==> config.mk <==
export PLATFORM = sky130hd
export DESIGN_NAME = round_robin_blocking_scheduler_flat
export DESIGN_NICKNAME = d
export VERILOG_FILES = /design/src/design/rrbs_pkg.sv /design/src/design/rrbs_if.sv /design/src/design/rrbs_datapath.sv /design/src/design/rrbs_ctrl.sv /design/src/design/round_robin_blocking_scheduler.sv /design/src/flat_wrapper.sv
export SDC_FILE = /design/constraint.sdc
export NUM_CORES = 1
export LEC_CHECK = 0
export CORE_ASPECT_RATIO = 0.8
export CORE_MARGIN = 2
export CORE_UTILIZATION = 60
export CTS_CLUSTER_DIAMETER = 150
export DETAILED_ROUTE_END_ITERATION = 12
export DONT_BUFFER_PORTS = 1
export PLACE_DENSITY = 0.77
export SLEW_MARGIN = 30
export SYNTH_ARGS = -nofsm -noshare
export SYNTH_HDL_FRONTEND = slang
export SYNTH_SLANG_ARGS = --single-unit
==> constraint.sdc <==
create_clock -name i_clk -period 5.3 [get_ports i_clk]
set_clock_uncertainty 0.1 [all_clocks]
set_input_delay 1.06 -clock i_clk [delete_from_list [all_inputs] [get_ports i_clk]]
set_output_delay 1.06 -clock i_clk [all_outputs]
set_load 0.02 [all_outputs]
==> src/design/rrbs_pkg.sv <==
`timescale 1ns / 1ps
`default_nettype none
// ----------------------------------------------------------------------------
// Round-robin blocking scheduler package
// Shared widths, event codes and the command/status structs.
// ----------------------------------------------------------------------------
package rrbs_pkg;

    localparam int READY_DEPTH   = 16;
    localparam int BLOCKED_DEPTH = 16;
    localparam int RA_W = $clog2(READY_DEPTH);
    localparam int BA_W = $clog2(BLOCKED_DEPTH);
    localparam int RC_W = $clog2(READY_DEPTH + 1);
    localparam int BC_W = $clog2(BLOCKED_DEPTH + 1);

    localparam logic [2:0] REQ_JOIN       = 3'd0;
    localparam logic [2:0] REQ_MOVE       = 3'd1;
    localparam logic [2:0] REQ_REQUEST    = 3'd2;
    localparam logic [2:0] REQ_DELIVER    = 3'd3;
    localparam logic [2:0] REQ_DISCONNECT = 3'd4;

    localparam logic [1:0] ST_OK        = 2'd0;
    localparam logic [1:0] ST_FULL      = 2'd1;
    localparam logic [1:0] ST_NOT_FOUND = 2'd2;

    typedef enum logic [2:0] {
        DP_NONE    = 3'd0,
        DP_LOAD    = 3'd1,  // capture input word, run immediate event
        DP_SCAN_R  = 3'd2,  // compare one ready entry
        DP_SCAN_B  = 3'd3,  // compare one blocked entry
        DP_SHIFT_R = 3'd4,  // close gap in ready FIFO, one entry
        DP_SHIFT_B = 3'd5,  // close gap in blocked list, one entry
        DP_SELECT  = 3'd6,  // selection and result capture
        DP_POP     = 3'd7   // capture the ready head before it is shifted out
    } t_dp_op;

    typedef struct packed {
        t_dp_op     op;
        logic       fin_r;   // last shift step of ready removal
        logic       fin_b;   // last shift step of blocked removal
    } t_cmd;

    typedef struct packed {
        logic       hit;        // scan entry matches
        logic       scan_end;   // scan index at the last entry
        logic       shift_end;  // shift index at the next-to-last entry, the last shift step
        logic       need_rscan; // disconnect still has to search the stores
        logic       is_deliver; // word in work is a delivery
        logic       keep;       // holder stays under its quantum
        logic       ready_nz;   // ready FIFO holds at least one client
        logic       ready_full; // ready FIFO is full
    } t_sts;

endpackage
`default_nettype wire

==> src/design/rrbs_if.sv <==
`timescale 1ns / 1ps
`default_nettype none
// ----------------------------------------------------------------------------
// Scheduler channel interfaces
// Event, result and configuration channels with valid/ready handshakes.
// ----------------------------------------------------------------------------
interface rrbs_in_if;
    logic       valid;
    logic       ready;
    logic [2:0] req_type;
    logic [5:0] client_id;
    logic [7:0] resource;
    modport source (output valid, req_type, client_id, resource, input ready);
    modport sink   (input valid, req_type, client_id, resource, output ready);
endinterface

interface rrbs_out_if;
    logic       valid;
    logic       ready;
    logic [1:0] status;
    logic       grant_valid;
    logic [5:0] grant_id;
    logic       new_turn;
    logic       unblocked_valid;
    logic [5:0] unblocked_id;
    modport source (output valid, status, grant_valid, grant_id, new_turn,
                    unblocked_valid, unblocked_id, input ready);
    modport sink   (input valid, status, grant_valid, grant_id, new_turn,
                    unblocked_valid, unblocked_id, output ready);
endinterface

interface rrbs_cfg_if;
    logic       valid;
    logic       ready;
    logic [7:0] data;
    modport source (output valid, data, input ready);
    modport sink   (input valid, data, output ready);
endinterface
`default_nettype wire

==> src/design/rrbs_datapath.sv <==
`timescale 1ns / 1ps
`default_nettype none
// ----------------------------------------------------------------------------
// Scheduler datapath
// Ready FIFO, blocked list, turn holder, scan/shift index and result word.
// ----------------------------------------------------------------------------
module rrbs_datapath
    import rrbs_pkg::*;
(
    input  wire logic       i_clk,
    input  wire logic       i_rst_n,
    input  wire t_cmd       i_cmd,
    input  wire logic [2:0] i_req_type,
    input  wire logic [5:0] i_client_id,
    input  wire logic [7:0] i_resource,
    input  wire logic [7:0] i_quantum,
    output t_sts            o_sts,
    output logic [1:0]      o_status,
    output logic            o_grant_valid,
    output logic [5:0]      o_grant_id,
    output logic            o_new_turn,
    output logic            o_unblocked_valid,
    output logic [5:0]      o_unblocked_id
);

    logic [5:0] r_ready_ids   [READY_DEPTH];
    logic [5:0] r_blocked_ids [BLOCKED_DEPTH];
    logic [7:0] r_blocked_res [BLOCKED_DEPTH];
    logic [RC_W-1:0] r_rcnt;
    logic [BC_W-1:0] r_bcnt;
    logic [5:0] r_cur_id;
    logic       r_cur_v;
    logic [7:0] r_moves;
    logic [2:0] r_type;
    logic [5:0] r_id;
    logic [7:0] r_res;
    logic [7:0] r_idx;
    logic [1:0] r_status;
    logic       r_unb_v;
    logic [5:0] r_unb_id;
    logic       r_found;
    logic [5:0] r_head;
    logic       r_popped;

    logic [RA_W-1:0] ridx;
    logic [BA_W-1:0] bidx;
    logic            rfull, bfull, keep;
    logic [8:0]      idx9, idx_p1, idx_p2, rcnt9, bcnt9;

    assign ridx   = r_idx[RA_W-1:0];
    assign bidx   = r_idx[BA_W-1:0];
    assign rfull  = (r_rcnt == RC_W'(READY_DEPTH));
    assign bfull  = (r_bcnt == BC_W'(BLOCKED_DEPTH));
    assign keep   = r_cur_v && (r_moves < i_quantum);
    assign idx9   = {1'b0, r_idx};
    assign idx_p1 = idx9 + 9'd1;
    assign idx_p2 = idx9 + 9'd2;
    assign rcnt9  = {{(9-RC_W){1'b0}}, r_rcnt};
    assign bcnt9  = {{(9-BC_W){1'b0}}, r_bcnt};

    // Status back to the controller; a hit counts only on a stored entry.
    always_comb begin
        o_sts.need_rscan = (r_type == REQ_DISCONNECT) && !r_found;
        o_sts.is_deliver = (r_type == REQ_DELIVER);
        o_sts.keep       = keep;
        o_sts.ready_nz   = (r_rcnt != '0);
        o_sts.ready_full = rfull;
        if (i_cmd.op == DP_SCAN_R || i_cmd.op == DP_SHIFT_R) begin
            o_sts.hit       = (idx9 < rcnt9) && (r_ready_ids[ridx] == r_id);
            o_sts.scan_end  = (idx_p1 >= rcnt9);
            o_sts.shift_end = (idx_p2 >= rcnt9);
        end else begin
            if (r_type == REQ_DELIVER) begin
                o_sts.hit = (idx9 < bcnt9) && (r_blocked_res[bidx] == r_res);
            end else begin
                o_sts.hit = (idx9 < bcnt9) && (r_blocked_ids[bidx] == r_id);
            end
            o_sts.scan_end  = (idx_p1 >= bcnt9);
            o_sts.shift_end = (idx_p2 >= bcnt9);
        end
    end

    // Storage updates, one entry per cycle.
    always_ff @(posedge i_clk) begin
        case (i_cmd.op)
            DP_LOAD: begin
                if (i_req_type == REQ_JOIN && !rfull) begin
                    r_ready_ids[r_rcnt[RA_W-1:0]] <= i_client_id;
                end
                if (i_req_type == REQ_REQUEST && r_cur_v && !bfull) begin
                    r_blocked_ids[r_bcnt[BA_W-1:0]] <= r_cur_id;
                    r_blocked_res[r_bcnt[BA_W-1:0]] <= i_resource;
                end
            end
            DP_SCAN_B: begin
                if (r_type == REQ_DELIVER && o_sts.hit && !rfull) begin
                    r_ready_ids[r_rcnt[RA_W-1:0]] <= r_blocked_ids[bidx];
                end
            end
            DP_SHIFT_R: begin
                // Copy while a later entry exists.
                if (!o_sts.scan_end) begin
                    r_ready_ids[ridx] <= r_ready_ids[RA_W'(r_idx + 8'd1)];
                end
            end
            DP_SHIFT_B: begin
                if (!o_sts.scan_end) begin
                    r_blocked_ids[bidx] <= r_blocked_ids[BA_W'(r_idx + 8'd1)];
                    r_blocked_res[bidx] <= r_blocked_res[BA_W'(r_idx + 8'd1)];
                end
            end
            DP_SELECT: begin
                // Rotation: the head is already popped, append the old holder.
                if (!keep && r_popped && r_cur_v) begin
                    r_ready_ids[r_rcnt[RA_W-1:0]] <= r_cur_id;
                end
            end
            default: begin
            end
        endcase
    end

    // Control and result registers.
    always_ff @(posedge i_clk) begin
        if (!i_rst_n) begin
            r_rcnt   <= '0;
            r_bcnt   <= '0;
            r_cur_id <= '0;
            r_cur_v  <= 1'b0;
            r_moves  <= '0;
            r_idx    <= '0;
            r_found  <= 1'b0;
            r_type   <= '0;
            r_id     <= '0;
            r_res    <= '0;
            r_status <= ST_OK;
            r_unb_v  <= 1'b0;
            r_unb_id <= '0;
            r_head   <= '0;
            r_popped <= 1'b0;
        end else begin
            case (i_cmd.op)
                DP_LOAD: begin
                    r_type   <= i_req_type;
                    r_id     <= i_client_id;
                    r_res    <= i_resource;
                    r_idx    <= '0;
                    r_unb_v  <= 1'b0;
                    r_unb_id <= '0;
                    r_popped <= 1'b0;
                    r_found  <= (i_req_type == REQ_DISCONNECT) && r_cur_v &&
                                (r_cur_id == i_client_id);
                    case (i_req_type)
                        REQ_JOIN: begin
                            r_status <= rfull ? ST_FULL : ST_OK;
                            if (!rfull) begin
                                r_rcnt <= r_rcnt + RC_W'(1);
                            end
                        end
                        REQ_MOVE: begin
                            r_status <= ST_OK;
                            if (r_cur_v && r_moves != 8'hFF) begin
                                r_moves <= r_moves + 8'd1;
                            end
                        end
                        REQ_REQUEST: begin
                            r_status <= (r_cur_v && bfull) ? ST_FULL : ST_OK;
                            if (r_cur_v && !bfull) begin
                                r_bcnt   <= r_bcnt + BC_W'(1);
                                r_cur_v  <= 1'b0;
                                r_cur_id <= '0;
                                r_moves  <= '0;
                            end
                        end
                        REQ_DISCONNECT: begin
                            r_status <= ST_OK;
                            if (r_cur_v && r_cur_id == i_client_id) begin
                                r_cur_v  <= 1'b0;
                                r_cur_id <= '0;
                                r_moves  <= '0;
                            end
                        end
                        default: begin
                            r_status <= ST_OK;
                        end
                    endcase
                end
                DP_SCAN_R: begin
                    if (o_sts.hit) begin
                        r_found <= 1'b1;
                    end else if (o_sts.scan_end) begin
                        r_idx <= '0;
                    end else begin
                        r_idx <= r_idx + 8'd1;
                    end
                end
                DP_SCAN_B: begin
                    if (o_sts.hit) begin
                        r_found <= 1'b1;
                        if (r_type == REQ_DELIVER) begin
                            if (rfull) begin
                                r_status <= ST_FULL;
                            end else begin
                                r_unb_v  <= 1'b1;
                                r_unb_id <= r_blocked_ids[bidx];
                                r_rcnt   <= r_rcnt + RC_W'(1);
                            end
                        end
                    end else if (!o_sts.scan_end) begin
                        r_idx <= r_idx + 8'd1;
                    end else if (r_type == REQ_DISCONNECT) begin
                        r_status <= ST_NOT_FOUND;
                    end
                end
                DP_SHIFT_R: begin
                    if (i_cmd.fin_r) begin
                        r_rcnt <= r_rcnt - RC_W'(1);
                        r_idx  <= '0;
                    end else begin
                        r_idx <= r_idx + 8'd1;
                    end
                end
                DP_SHIFT_B: begin
                    if (i_cmd.fin_b) begin
                        r_bcnt <= r_bcnt - BC_W'(1);
                        r_idx  <= '0;
                    end else begin
                        r_idx <= r_idx + 8'd1;
                    end
                end
                DP_POP: begin
                    r_head   <= r_ready_ids[0];
                    r_popped <= 1'b1;
                    r_idx    <= '0;
                end
                DP_SELECT: begin
                    // The popped head takes the turn; the old holder rejoins the tail.
                    if (!keep) begin
                        r_moves <= '0;
                        if (r_popped) begin
                            r_cur_id <= r_head;
                            r_cur_v  <= 1'b1;
                            if (r_cur_v) begin
                                r_rcnt <= r_rcnt + RC_W'(1);
                            end
                        end
                    end
                end
                default: begin
                end
            endcase
        end
    end

    // Result word.
    always_ff @(posedge i_clk) begin
        if (!i_rst_n) begin
            o_new_turn <= 1'b0;
        end else if (i_cmd.op == DP_SELECT) begin
            o_status          <= r_status;
            o_unblocked_valid <= r_unb_v;
            o_unblocked_id    <= r_unb_id;
            if (keep) begin
                o_grant_valid <= 1'b1;
                o_grant_id    <= r_cur_id;
                o_new_turn    <= 1'b0;
            end else if (r_popped) begin
                o_grant_valid <= 1'b1;
                o_grant_id    <= r_head;
                o_new_turn    <= 1'b1;
            end else begin
                o_grant_valid <= r_cur_v;
                o_grant_id    <= r_cur_v ? r_cur_id : 6'd0;
                o_new_turn    <= r_cur_v;
            end
        end
    end

endmodule
`default_nettype wire

==> src/design/rrbs_ctrl.sv <==
`timescale 1ns / 1ps
`default_nettype none
// ----------------------------------------------------------------------------
// Scheduler controller
// Sequences load, scan, shift, head pop and selection for one event word.
// ----------------------------------------------------------------------------
module rrbs_ctrl
    import rrbs_pkg::*;
(
    input  wire logic       i_clk,
    input  wire logic       i_rst_n,
    input  wire logic       i_in_valid,
    output logic            o_in_ready,
    output logic            o_out_valid,
    input  wire logic       i_out_ready,
    input  wire t_sts       i_sts,
    output t_cmd            o_cmd
);

    typedef enum logic [7:0] {
        S_IDLE   = 8'b0000_0001,
        S_DISP   = 8'b0000_0010,
        S_SCAN_R = 8'b0000_0100,
        S_SCAN_B = 8'b0000_1000,
        S_SHF_R  = 8'b0001_0000,
        S_SHF_B  = 8'b0010_0000,
        S_POP    = 8'b0100_0000,
        S_SEL    = 8'b1000_0000
    } t_state;

    t_state r_state, n_state;
    logic   r_out_valid;
    logic   r_popping, n_popping;
    logic   sel_fire;

    // Selection waits until the previous result word has left.
    assign sel_fire    = (r_state == S_SEL) && (!r_out_valid || i_out_ready);
    assign o_in_ready  = (r_state == S_IDLE);
    assign o_out_valid = r_out_valid;

    // Next state and commands.
    always_comb begin
        n_state     = r_state;
        n_popping   = r_popping;
        o_cmd.op    = DP_NONE;
        o_cmd.fin_r = 1'b0;
        o_cmd.fin_b = 1'b0;
        case (r_state)
            S_IDLE: begin
                if (i_in_valid) begin
                    o_cmd.op  = DP_LOAD;
                    n_popping = 1'b0;
                    n_state   = S_DISP;
                end
            end
            S_DISP: begin
                if (i_sts.need_rscan) begin
                    n_state = i_sts.ready_nz ? S_SCAN_R : S_SCAN_B;
                end else if (i_sts.is_deliver) begin
                    n_state = S_SCAN_B;
                end else begin
                    n_state = S_POP;
                end
            end
            S_SCAN_R: begin
                o_cmd.op = DP_SCAN_R;
                if (i_sts.hit) begin
                    n_state = S_SHF_R;
                end else if (i_sts.scan_end) begin
                    n_state = S_SCAN_B;
                end
            end
            S_SCAN_B: begin
                o_cmd.op = DP_SCAN_B;
                if (i_sts.hit && !(i_sts.is_deliver && i_sts.ready_full)) begin
                    n_state = S_SHF_B;
                end else if (i_sts.hit || i_sts.scan_end) begin
                    n_state = S_POP;
                end
            end
            S_SHF_R: begin
                o_cmd.op    = DP_SHIFT_R;
                o_cmd.fin_r = i_sts.shift_end;
                if (i_sts.shift_end) begin
                    n_state = r_popping ? S_SEL : S_POP;
                end
            end
            S_SHF_B: begin
                o_cmd.op    = DP_SHIFT_B;
                o_cmd.fin_b = i_sts.shift_end;
                if (i_sts.shift_end) begin
                    n_state = S_POP;
                end
            end
            S_POP: begin
                // Pop the ready head when the holder loses the turn.
                if (!i_sts.keep && i_sts.ready_nz) begin
                    o_cmd.op  = DP_POP;
                    n_popping = 1'b1;
                    n_state   = S_SHF_R;
                end else begin
                    n_state = S_SEL;
                end
            end
            S_SEL: begin
                if (sel_fire) begin
                    o_cmd.op = DP_SELECT;
                    n_state  = S_IDLE;
                end
            end
            default: begin
                n_state = S_IDLE;
            end
        endcase
    end

    always_ff @(posedge i_clk) begin
        if (!i_rst_n) begin
            r_state     <= S_IDLE;
            r_popping   <= 1'b0;
            r_out_valid <= 1'b0;
        end else begin
            r_state   <= n_state;
            r_popping <= n_popping;
            if (sel_fire) begin
                r_out_valid <= 1'b1;
            end else if (i_out_ready) begin
                r_out_valid <= 1'b0;
            end
        end
    end

endmodule
`default_nettype wire

==> src/design/round_robin_blocking_scheduler.sv <==
`timescale 1ns / 1ps
`default_nettype none
// ----------------------------------------------------------------------------
// Round-robin blocking scheduler
// Quantum-based turn scheduler with a ready FIFO and a blocked list.
// ----------------------------------------------------------------------------
//  Channel | Dir | Carries
//  ev      | in  | req_type, client_id, resource
//  res     | out | status, grant, new_turn, unblocked
//  cfg     | in  | quantum
//
// With no store walked, a word runs through load, dispatch, pop check and
// selection between one accept and the next. Searches and shifts step through
// the stores one entry at a time, and a rotation shifts the ready FIFO after its
// pop; worst case is a disconnect walking both full stores before a full pop.
// Reset is synchronous, active low; quantum resets to 3.
// A finished result waits in the output register while the next word is
// accepted and worked on; only selection stalls until that result leaves.
// ----------------------------------------------------------------------------
module round_robin_blocking_scheduler
    import rrbs_pkg::*;
(
    input  wire logic  i_clk,
    input  wire logic  i_rst_n,
    rrbs_in_if.sink    ev,
    rrbs_out_if.source res,
    rrbs_cfg_if.sink   cfg
);

    logic [7:0] r_quantum;
    t_cmd       cmd;
    t_sts       sts;

    assign cfg.ready = 1'b1;

    // Quantum register.
    always_ff @(posedge i_clk) begin
        if (!i_rst_n) begin
            r_quantum <= 8'd3;
        end else if (cfg.valid && cfg.ready) begin
            r_quantum <= cfg.data;
        end
    end

    rrbs_ctrl u_ctrl (
        .i_clk       (i_clk),
        .i_rst_n     (i_rst_n),
        .i_in_valid  (ev.valid),
        .o_in_ready  (ev.ready),
        .o_out_valid (res.valid),
        .i_out_ready (res.ready),
        .i_sts       (sts),
        .o_cmd       (cmd)
    );

    rrbs_datapath u_dp (
        .i_clk             (i_clk),
        .i_rst_n           (i_rst_n),
        .i_cmd             (cmd),
        .i_req_type        (ev.req_type),
        .i_client_id       (ev.client_id),
        .i_resource        (ev.resource),
        .i_quantum         (r_quantum),
        .o_sts             (sts),
        .o_status          (res.status),
        .o_grant_valid     (res.grant_valid),
        .o_grant_id        (res.grant_id),
        .o_new_turn        (res.new_turn),
        .o_unblocked_valid (res.unblocked_valid),
        .o_unblocked_id    (res.unblocked_id)
    );

endmodule
`default_nettype wire

==> src/flat_wrapper.sv <==
// flat-port wrapper written by rule: the top's interface ports become plain ports
module round_robin_blocking_scheduler_flat import rrbs_pkg::*;
  (i_clk, i_rst_n, ev_valid, ev_req_type, ev_client_id, ev_resource, ev_ready, res_valid, res_status, res_grant_valid, res_grant_id, res_new_turn, res_unblocked_valid, res_unblocked_id, res_ready, cfg_valid, cfg_data, cfg_ready);
  rrbs_in_if ev_i ();
  rrbs_out_if res_i ();
  rrbs_cfg_if cfg_i ();
  input  wire logic i_clk;
  input  wire logic i_rst_n;
  input wire logic [$bits(ev_i.valid)-1:0] ev_valid;
  input wire logic [$bits(ev_i.req_type)-1:0] ev_req_type;
  input wire logic [$bits(ev_i.client_id)-1:0] ev_client_id;
  input wire logic [$bits(ev_i.resource)-1:0] ev_resource;
  output wire logic [$bits(ev_i.ready)-1:0] ev_ready;
  output wire logic [$bits(res_i.valid)-1:0] res_valid;
  output wire logic [$bits(res_i.status)-1:0] res_status;
  output wire logic [$bits(res_i.grant_valid)-1:0] res_grant_valid;
  output wire logic [$bits(res_i.grant_id)-1:0] res_grant_id;
  output wire logic [$bits(res_i.new_turn)-1:0] res_new_turn;
  output wire logic [$bits(res_i.unblocked_valid)-1:0] res_unblocked_valid;
  output wire logic [$bits(res_i.unblocked_id)-1:0] res_unblocked_id;
  input wire logic [$bits(res_i.ready)-1:0] res_ready;
  input wire logic [$bits(cfg_i.valid)-1:0] cfg_valid;
  input wire logic [$bits(cfg_i.data)-1:0] cfg_data;
  output wire logic [$bits(cfg_i.ready)-1:0] cfg_ready;
  assign ev_i.valid = ev_valid;
  assign ev_i.req_type = ev_req_type;
  assign ev_i.client_id = ev_client_id;
  assign ev_i.resource = ev_resource;
  assign ev_ready = ev_i.ready;
  assign res_valid = res_i.valid;
  assign res_status = res_i.status;
  assign res_grant_valid = res_i.grant_valid;
  assign res_grant_id = res_i.grant_id;
  assign res_new_turn = res_i.new_turn;
  assign res_unblocked_valid = res_i.unblocked_valid;
  assign res_unblocked_id = res_i.unblocked_id;
  assign res_i.ready = res_ready;
  assign cfg_i.valid = cfg_valid;
  assign cfg_i.data = cfg_data;
  assign cfg_ready = cfg_i.ready;
  round_robin_blocking_scheduler u_core (.i_clk(i_clk), .i_rst_n(i_rst_n), .ev(ev_i), .res(res_i), .cfg(cfg_i));
endmodule
==> results of run 1 <==
final cells by class:
type	count	area, µm²
multi-input combinational	1132	9520
sequential	426	11900
antenna	3	7.51
fill	2439	11900
timing repair buffer	76	596
tap	480	601
inverter	31	116
clock inverter	19	144
clock buffer	60	1200
worst max-delay path, delay by kind of cell, from the launching register on:
| kind | cells | cell delay [ns] |
|---|---|---|
| AND/OR/NAND/NOR | 1 | 0.69 |
| multiplexers | 2 | 1.17 |
| AO/OA/AOI/OAI | 4 | 1.45 |
| XOR/XNOR | 1 | 0.20 |
| flip-flops | 1 | 0.83 |
worst min-delay path by stage:
stage                            start                 endpoint  slack, ns  depth (start not counted)
2_1_floorplan  u_core.u_dp.r_status[1]  u_core.u_dp.o_status[1]       0.31                          0
3_3_place_gp     u_core.u_dp.r_type[0]    u_core.u_dp.r_type[0]       0.35                          2
3_5_place_dp   u_core.u_dp.r_status[0]  u_core.u_dp.o_status[0]       0.36                          0
4_1_cts          u_core.u_dp.r_type[1]    u_core.u_dp.r_type[1]       0.37                          2
5_1_grt          u_core.u_dp.r_type[1]    u_core.u_dp.r_type[1]       0.40                          2
6_report         u_core.u_dp.r_type[0]    u_core.u_dp.r_type[0]       0.37                          2
sequential cells by signal, summed over array words and instances, names as in the netlist, 2 cells and up, named ones only:
register and count:
u_core.u_dp.r_bcnt 5, u_core.u_dp.o_grant_id 6, u_core.u_dp.r_id 6, u_core.u_dp.r_blocked_ids 96
u_core.u_dp.r_unb_id 6, u_core.r_quantum 8, u_core.u_dp.r_status 2, u_core.u_dp.r_cur_id 6
u_core.u_dp.o_unblocked_id 6, u_core.u_dp.r_idx 8, u_core.u_dp.r_moves 8, u_core.u_dp.r_rcnt 5
u_core.u_dp.o_status 2, u_core.u_dp.r_ready_ids 96, u_core.u_dp.r_res 8, u_core.u_dp.r_blocked_res 128
u_core.u_ctrl.r_state 8, u_core.u_dp.r_head 6, u_core.u_dp.r_type 3
where the power goes:
part | internal [W] | switching [W] | leakage (nW)
sequential | 0.00360 | 0.0000272 | 3.75
combinational | 0.0000731 | 0.000125 | 3.59
clock | 0.00164 | 0.00130 | 0.668
cells in the final DEF (no fill, tap or decap), types with 17 or more instances in the layout:
cell type  count
a21o_1        19
a21oi_1       71
a22oi_1       21
a31oi_1       17
buf_4         74
clkbuf_16     44
dfxtp_1       85
edfxtp_1     336
ha_1          43
inv_1         29
mux2_2        19
mux2i_1      100
mux4_2       119
nand2_1      203
nand2b_1      18
nand3_1       53
nor2_1       100
o21ai_0       57
xnor2_1       27
cell families (layout without fill, tap and decap cells):
logic type	after synthesis	after routing	synth area share, %
other	1	4	0.0171
DFF	426	426	54.1
muxes	250	250	19.2
buffers and inverters	138	186	2.85
xor gates and xnor gates	39	39	1.55
adders and majority gates	46	46	2.69
and+or+nand+nor	505	505	10.8
AOI/OAI and AO/OA	291	291	8.80
layer usage:
layer  vias up  part of all wire, %  track usage [%]
met5         -                    0                0
met4         0                  3.4             11.3
met3       180                   15             9.50
met2      1227                   43             47.8
met1      7768                   39             48.6
li1       6610                    -                -
per-stage QoR:
stage | utilization [%] | hold slack (ns) | total power, W | instance area, µm²
after floorplan | - | 0.308 | 0.00384 | 22000
after CTS | 66.9 | 0.373 | 0.00679 | 24100
final | 66.9 | 0.372 | 0.00677 | 24100
after global routing | 66.9 | 0.396 | 0.00694 | 24100
after detailed placement | 63.2 | 0.363 | 0.00389 | 22700
after global placement | 63.2 | 0.354 | 0.00389 | 22700
==> summary by stage, run 1 <==
Floorplan
The core region area is 36000 µm². Once the floorplan was initialized, standard cells occupied 61.0% of the core. The total number of placement rows is 62. The vertical extent of the die is 175 µm. The die extent in x is 218 µm.

The number of primary I/O pins is 50. The area of the die is 38200 µm².

Route
The total wire length after detailed routing is 63000 µm. The routed length per placed instance is 28.3 µm. The via density per instance is 7.09. The first detailed-routing pass took 6 iterations. The count of vias placed by the detailed router is 15800.

After the first detailed-routing iteration, the DRC count stood at 2369. In this run the remaining antenna-violating nets after routing total 0. The post-route DRC violation count is 0.

Cells and area
After the flow finishes, the layout carries non-filler instances totaling 2227. The ratio of cells with drive above 1 in the final layout is 17.9%. For this run, the post-layout net count is 1786. The post-synthesis to final-layout area growth is 9.64%.

Clock network
The CTS H-tree depth is 2. Once the clock tree was built, the resizer swapped 0 gates to a different size. CTS placed an instance of clkbuf_16 at the clock tree root. Post-CTS timing repair inserted 0 buffers for setup. The later-pin clock latency in the skew report is 0.57 ns.

After clock tree synthesis, the flow added hold-fix buffers numbering 0. The total clock sinks is 426. The buffer levels on the longest clock path is 3. Clock-pin slew was measured on the worst setup and hold paths at 0.06 ns. The total CTS buffers is 43.

The CTS tree is done.

STA
The worst setup slack after layout is 0.476 ns. The count of final hold-check violations was 0. Setup repair after global routing left no endpoint under its margin. The measured slew at the worst slew-check pin is 0.921 ns. The final worst-path cycle share is 91.0%. The minimum clock period is 4.82 ns. In this run the tightest slew margin relative to its limit is 37.9%.

For the final routed database, the setup TNS stands at 0 ns. Based on the critical path, the design can be clocked at up to 207 MHz. The final max-slew violation count is 0. Setup violations remaining at the end of the flow were counted as 0.

Setup path
The largest single stage delay on the critical path is 0.83 ns. The worst setup path is of the reg -> reg kind. The endpoint identified for the worst register-to-register timing path is u_core.u_dp.r_ready_ids[2][4]. Traced cell by cell, the critical path runs through mux4_2 -> mux4_2 -> xnor2_1 -> o2111ai_1 -> or4_1 -> a31oi_4 -> o21ai_1 -> a21oi_1. The category of the worst setup path launch point is a register. The largest individual stage delay along the critical path comes from the cell dfxtp_2.

For the worst setup path, the data arrival time is 4.93 ns. The cell count of the worst reg-to-reg path is 8. Data on the critical path is required at its endpoint by 5.40 ns. The destination of the critical timing path is u_core.u_dp.r_ready_ids[2][4].

Counting stages on the worst path, the most repeated cell is mux4_2. The category of the worst setup path capture point is a register. In this run the register-to-register setup slack is 0.48 ns. Along the worst path, the maximum fanout reaches 22.

Yosys
After synthesis, the cell types taking the most area are edfxtp_1, mux4_2, dfxtp_1, mux2i_1, nand2_1. The number of warnings printed during yosys synthesis is 0. In the synthesized netlist, the cells that appear most often are edfxtp_1, nand2_1, mux4_2. The most numerous cell in the Yosys netlist is edfxtp_1.

The most used flip-flop cell after synthesis is edfxtp_1. The summed instance area of the synthesized netlist is 22000 µm². The post-synthesis area per instance is 13.0 µm². The largest total area in the synthesized netlist belongs to edfxtp_1.

The share of async-settable or async-resettable flops after synthesis is 0%. The number of distinct library cell variants in the gate-level netlist after synthesis is 81. Sequential cells were found to cover 54.1% of the synthesized design area. In the synthesized netlist, the number of instances is 1696.

The synthesized design contains 426 register bits. The net count of the mapped netlist is 1772. The number of synthesized flops with an enable pin is 336. The share of the synthesized area in the top cell type is 45.9%.

Placement
The weighted congestion reported at the end of routability-driven placement is 0.945. The HPWL after detailed placement is 41900 µm. The placement-stage worst setup slack is 0.567 ns. The total of buffers placed on input and output ports is 0. The post-placement cell count is 2145.

Job
Across the run, the number of max-cap violations was 0.

GRT
Entering global routing, the biggest net connects 67 pins. The number of global-route vias before repair is 14800. The initial antenna violation count is 2. In the global route stage, overall resource usage came out at 33.2%. The total overflow left after global routing is 0. The first global-routing pass estimated 93600 µm of wire.

Power
The ratio of total power to cell area is 281 nW/µm². The worst-case IR drop observed on VDD is 0.254 mV. The leakage power total is 8.01 nW.

Run status
The run finished with clean final reports.

Min path
The class of the tightest hold or removal check is reg -> reg.
Power figures use the tool's default switching activity.
==> run 2: changes to the inputs <==
--- a/config.mk
+++ b/config.mk
@@ -12,7 +12,7 @@
 export DETAILED_ROUTE_END_ITERATION = 12
 export DONT_BUFFER_PORTS = 1
 export PLACE_DENSITY = 0.77
-export SLEW_MARGIN = 30
 export SYNTH_ARGS = -nofsm -noshare
 export SYNTH_HDL_FRONTEND = slang
+export SYNTH_HIERARCHICAL = 1
 export SYNTH_SLANG_ARGS = --single-unit
==> run 2 against run 1 <==
- clock power is 3% higher
- final cell count is 0.45% higher
- synthesized cell count is 0.12% higher
- register-to-register slack worse by 0.24 ns
- first-iteration DRC count is 2.0% lower
- worst hold slack worse by 0.041 ns
- largest cell class unchanged
- largest power group unchanged
- highest routed layer unchanged
==> summary by stage, run 2 <==
Floorplan
The number of primary I/O pins is 50 (unchanged). The vertical extent of the die came to 176 µm (+0.43%). The total number of placement rows was 62 (unchanged). The die extent in x came to 219 µm (+0.43%). The starting density of the core is 61.3% (+0.27 points).

The area of the die is 38500 µm² (+0.87%). The core region area was 36100 µm² (+0.43%).

Clock network
The CTS H-tree depth was 2 (unchanged). The buffer levels on the longest clock path came to 3 (unchanged). The post-CTS clock slew at the launch and capture registers of the worst setup and hold paths was 0.06 ns (about the same).

The total CTS buffers is 43 (unchanged). The clock root buffer is clkbuf_16. TritonCTS built the clock tree. The later-pin clock latency in the skew report was 0.57 ns (about the same). The total clock sinks is 426 (unchanged).

Yosys
The number of distinct library cell variants in the gate-level netlist after synthesis was 80 (-1.2%). By count the netlist is led by edfxtp_1, nand2_1, mux4_2. The number of synthesized flops with an enable pin came to 336 (unchanged).

The most used flip-flop cell after synthesis is edfxtp_1. The net count of the mapped netlist is 1774 (+0.11%). The cell type with the largest total area after synthesis is edfxtp_1.

The share of the synthesized area in the top cell type is 45.5% (-0.40 points). The flip-flop and latch count after synthesis came to 426 (unchanged). Ranked by total cell area, the synthesized netlist is headed by edfxtp_1, mux4_2, dfxtp_1, mux2i_1, nand2_1. The post-synthesis cell count is 1698 (+0.12%). The summed instance area of the synthesized netlist is 22200 µm² (+0.88%).

Yosys instantiated no cell more often than edfxtp_1. The sequential cell area fraction in the yosys report came to 53.6% (-0.47 points). The post-synthesis area per instance came to 13.1 µm² (+0.76%). The share of async-settable or async-resettable flops after synthesis is 0% (unchanged). The number of warnings printed during yosys synthesis is 6 (+6).

STA
The final-report setup violation count was 0 (unchanged). The worst hold slack was 0.331 ns (-0.0413 ns). The highest clock frequency the design can meet is 197 MHz (-4.8%). The final max-slew violation count is 0 (unchanged).

The measured slew at the worst slew-check pin was 0.916 ns (-0.00473 ns). The count of final hold-check violations is 0 (unchanged). Setup repair after global routing left no endpoint under its margin. The final worst-path cycle share is 95.6% (+4.6 points). The minimum clock period was 5.07 ns (+0.244 ns). The sum of negative setup slack is 0 ns (unchanged). The headroom to the max-slew limit is 37.2% (-0.78 points).

Placement
The weighted congestion reported at the end of routability-driven placement is 0.920 (-2.7%). The HPWL after detailed placement is 41500 µm (-1.1%). The total of buffers placed on input and output ports is 0 (unchanged).

The post-placement cell count was 2150 (+0.23%).

Cells and area
The final antenna diode count was 0 (-3). The largest registers in the layout are u_core/u_dp/r_blocked_res: 128 flops, u_core/u_dp/r_blocked_ids: 96 flops, u_core/u_dp/r_ready_ids: 96 flops. Ranked by flip-flop count, first place goes to u_core/u_dp/r_blocked_res.

The count of non-filler cells in the finished layout is 2237 (+0.45%). Compared with the post-synthesis result, the final layout area differs by 10.3%. The net count reported at finish is 1799 (+0.73%). In the layout the commonest cells are edfxtp_1, nand2_1, mux4_2, nor2_1, dfxtp_1. The ratio of cells with drive above 1 in the final layout is 20.2% (+2.3 points).

The library cell used most frequently in the layout, excluding fill and tap cells, is edfxtp_1. The final core utilization came to 67.6% (+0.72 points). The flip-flop count of the largest register, all copies and words added is 128 (unchanged).

GRT
The global-route wire length before repair came to 93400 µm (-0.16%). The pin count of the biggest net entering global routing is 51 (-24%). The number of global-route vias before repair came to 15100 (+1.9%). The initial antenna violation count is 0 (-2). The total global-route track usage is 32.7% (-0.45 points). The aggregate global routing overflow is 0 (unchanged).

Power
The combinational share of power was 8.8% (+5.9 points). The portion of total power attributed to sequential cells is 50.0% (-3.6 points). The switching power of the nets is 0.00179 W (+23%). The internal cell power came to 0.00562 W (+5.7%). The switching part of the total power is 24.2% (+2.7 points). The leakage power total is 8.37 nW (+4.6%). The worst supply voltage drop on vdd is 0.240 mV (-5.6%).

The relative contribution of the clock network to total power came to 41.2% (-2.3 points). The ratio of total power to cell area came to 303 nW/µm² (+7.8%).

Min path
The hold-critical path depth is 0 (-2). The worst hold path belongs to the class reg -> reg.

Setup path
The biggest cell delay along the critical path was 0.46 ns (-0.37 ns). The required time at the worst-slack endpoint is 5.41 ns (about the same). The number of gates on the worst path with buffers counted is 20 (+12). The maximum net fanout on the critical path came to 6 (-73%). The category of the worst setup path launch point is a register. The category of the worst setup path capture point is a register. The cell type of the slowest stage on the worst timing path is nor2_1.

The signal on the critical path passes through inv_1 -> ha_1 -> a21o_1 -> a211o_1 -> o2111ai_2 -> a21oi_2 -> nand2b_1 -> inv_1 -> nand2b_1 -> nor4_2 -> nand3b_1 -> buf_4 -> nor2b_1 -> a211oi_1 -> o21ai_1 -> or2_2 -> and2_1 -> o31ai_1 -> o22ai_1 -> nor2_1. The critical setup path kind is reg -> reg. The cell count of the worst reg-to-reg path was 20 (+12). The arrival time at the worst endpoint was 5.18 ns (+0.25 ns). The critical path buffer and inverter count is 3 (+3). The top cell family by delay on the critical path is simple AND/OR/NAND/NOR gates.

Run status
The flow ran to the end, and the final reports show no timing, DRC or antenna violations.

Route
The total wire length after detailed routing was 62700 µm (-0.59%). The count of nets left with antenna violations after detail routing came to 0 (unchanged). The routed length per placed instance is 28.0 µm (-1.0%). The via density per instance is 7.04 (-0.71%). The count of vias placed by the detailed router is 15700 (-0.27%). The number of detailed-routing iterations run before antenna repair is 6 (unchanged). The first-iteration detailed-routing DRC count came to 2321 (-2.0%).

The post-route DRC violation count was 0 (unchanged).

Job
The reported max-cap violation count is 0 (unchanged).
## run 2: changes by cell type in the layout (fill, tap and decap cells not counted), sizes merged, moves of 16 or more
cell / before / now
mux2i: 100 / 81
nand2: 203 / 179
o21ai: 64 / 33
inv: 33 / 52
nand3: 54 / 25
nor3: 15 / 31
and3: 12 / 31
## run 2: path summary, 6_finish.rpt
kind	from	end	slack [ns]
hold / removal	u_core/u_dp/r_unb_id[0]	u_core/u_dp/o_unblocked_id[0]	0.33
setup reg to reg	u_core/r_quantum[1]	u_core/u_dp/r_ready_ids[2][4]	0.23
hold reg to reg	u_core/u_dp/r_unb_id[0]	u_core/u_dp/o_unblocked_id[0]	0.33
setup / recovery	u_core/r_quantum[1]	u_core/u_dp/r_ready_ids[2][4]	0.23
## run 2: logic make-up after synthesis
family | Yosys count | share of synthesized area (%)
multiplexers | 246 | 19.0
AO/OA/AOI/OAI | 269 | 8.28
XOR/XNOR | 60 | 2.37
other | 1 | 0.0169
AND/OR/NAND/NOR | 493 | 10.9
buffers and inverters | 157 | 3.12
flip-flops | 426 | 53.6
adder cells (fa/ha/maj) | 46 | 2.66
## run 2: routing by layer
| layer | track usage [%] | routed length, µm |
|---|---|---|
| met5 | 0 | 0 |
| met4 | 10.9 | 2060 |
| met3 | 8.12 | 7870 |
| met2 | 47.9 | 27700 |
| met1 | 48.3 | 25100 |
## run 2: power groups by stage
stage	Sequential, W	Combinational (W)	Clock [W]
after floorplan	0.00374	0.000458	0
after global placement	0.00377	0.000597	0
after detailed placement	0.00377	0.000611	0
after CTS	0.00370	0.000616	0.00308
after global routing	0.00371	0.000706	0.00320
final	0.00370	0.000654	0.00305
## run 2: through the flow
| stage | area, µm² | power (W) | setup WS, ns |
|---|---|---|---|
| 2_1_floorplan | 22200 | 0.00420 | 0.328 |
| 3_3_place_gp | 22900 | 0.00437 | 0.367 |
| 3_5_place_dp | 22900 | 0.00438 | 0.0505 |
| 4_1_cts | 24300 | 0.00740 | 0.0379 |
| 5_1_grt | 24500 | 0.00762 | 0.00136 |
| 6_report | 24500 | 0.00741 | 0.232 |
## run 2: area by class of cell
| class | count | area [µm²] |
|---|---|---|
| clock buffers | 56 | 1170 |
| clock inverters | 23 | 235 |
| fillers | 2506 | 11700 |
| inverters | 50 | 188 |
| multi-input cells | 1115 | 9680 |
| flip-flops and latches | 426 | 11900 |
| well taps | 480 | 601 |
| repair buffers | 87 | 678 |
## run 2: repair_timing
| item | 4_1_cts | 5_1_grt |
|---|---|---|
| setup buffers | 0 | 8 |
| setup endpoints to repair | 0 | 298 |
| resized for setup | 0 | 14 |
| hold endpoints to repair | 0 | 0 |
| hold buffers | 0 | 0 |
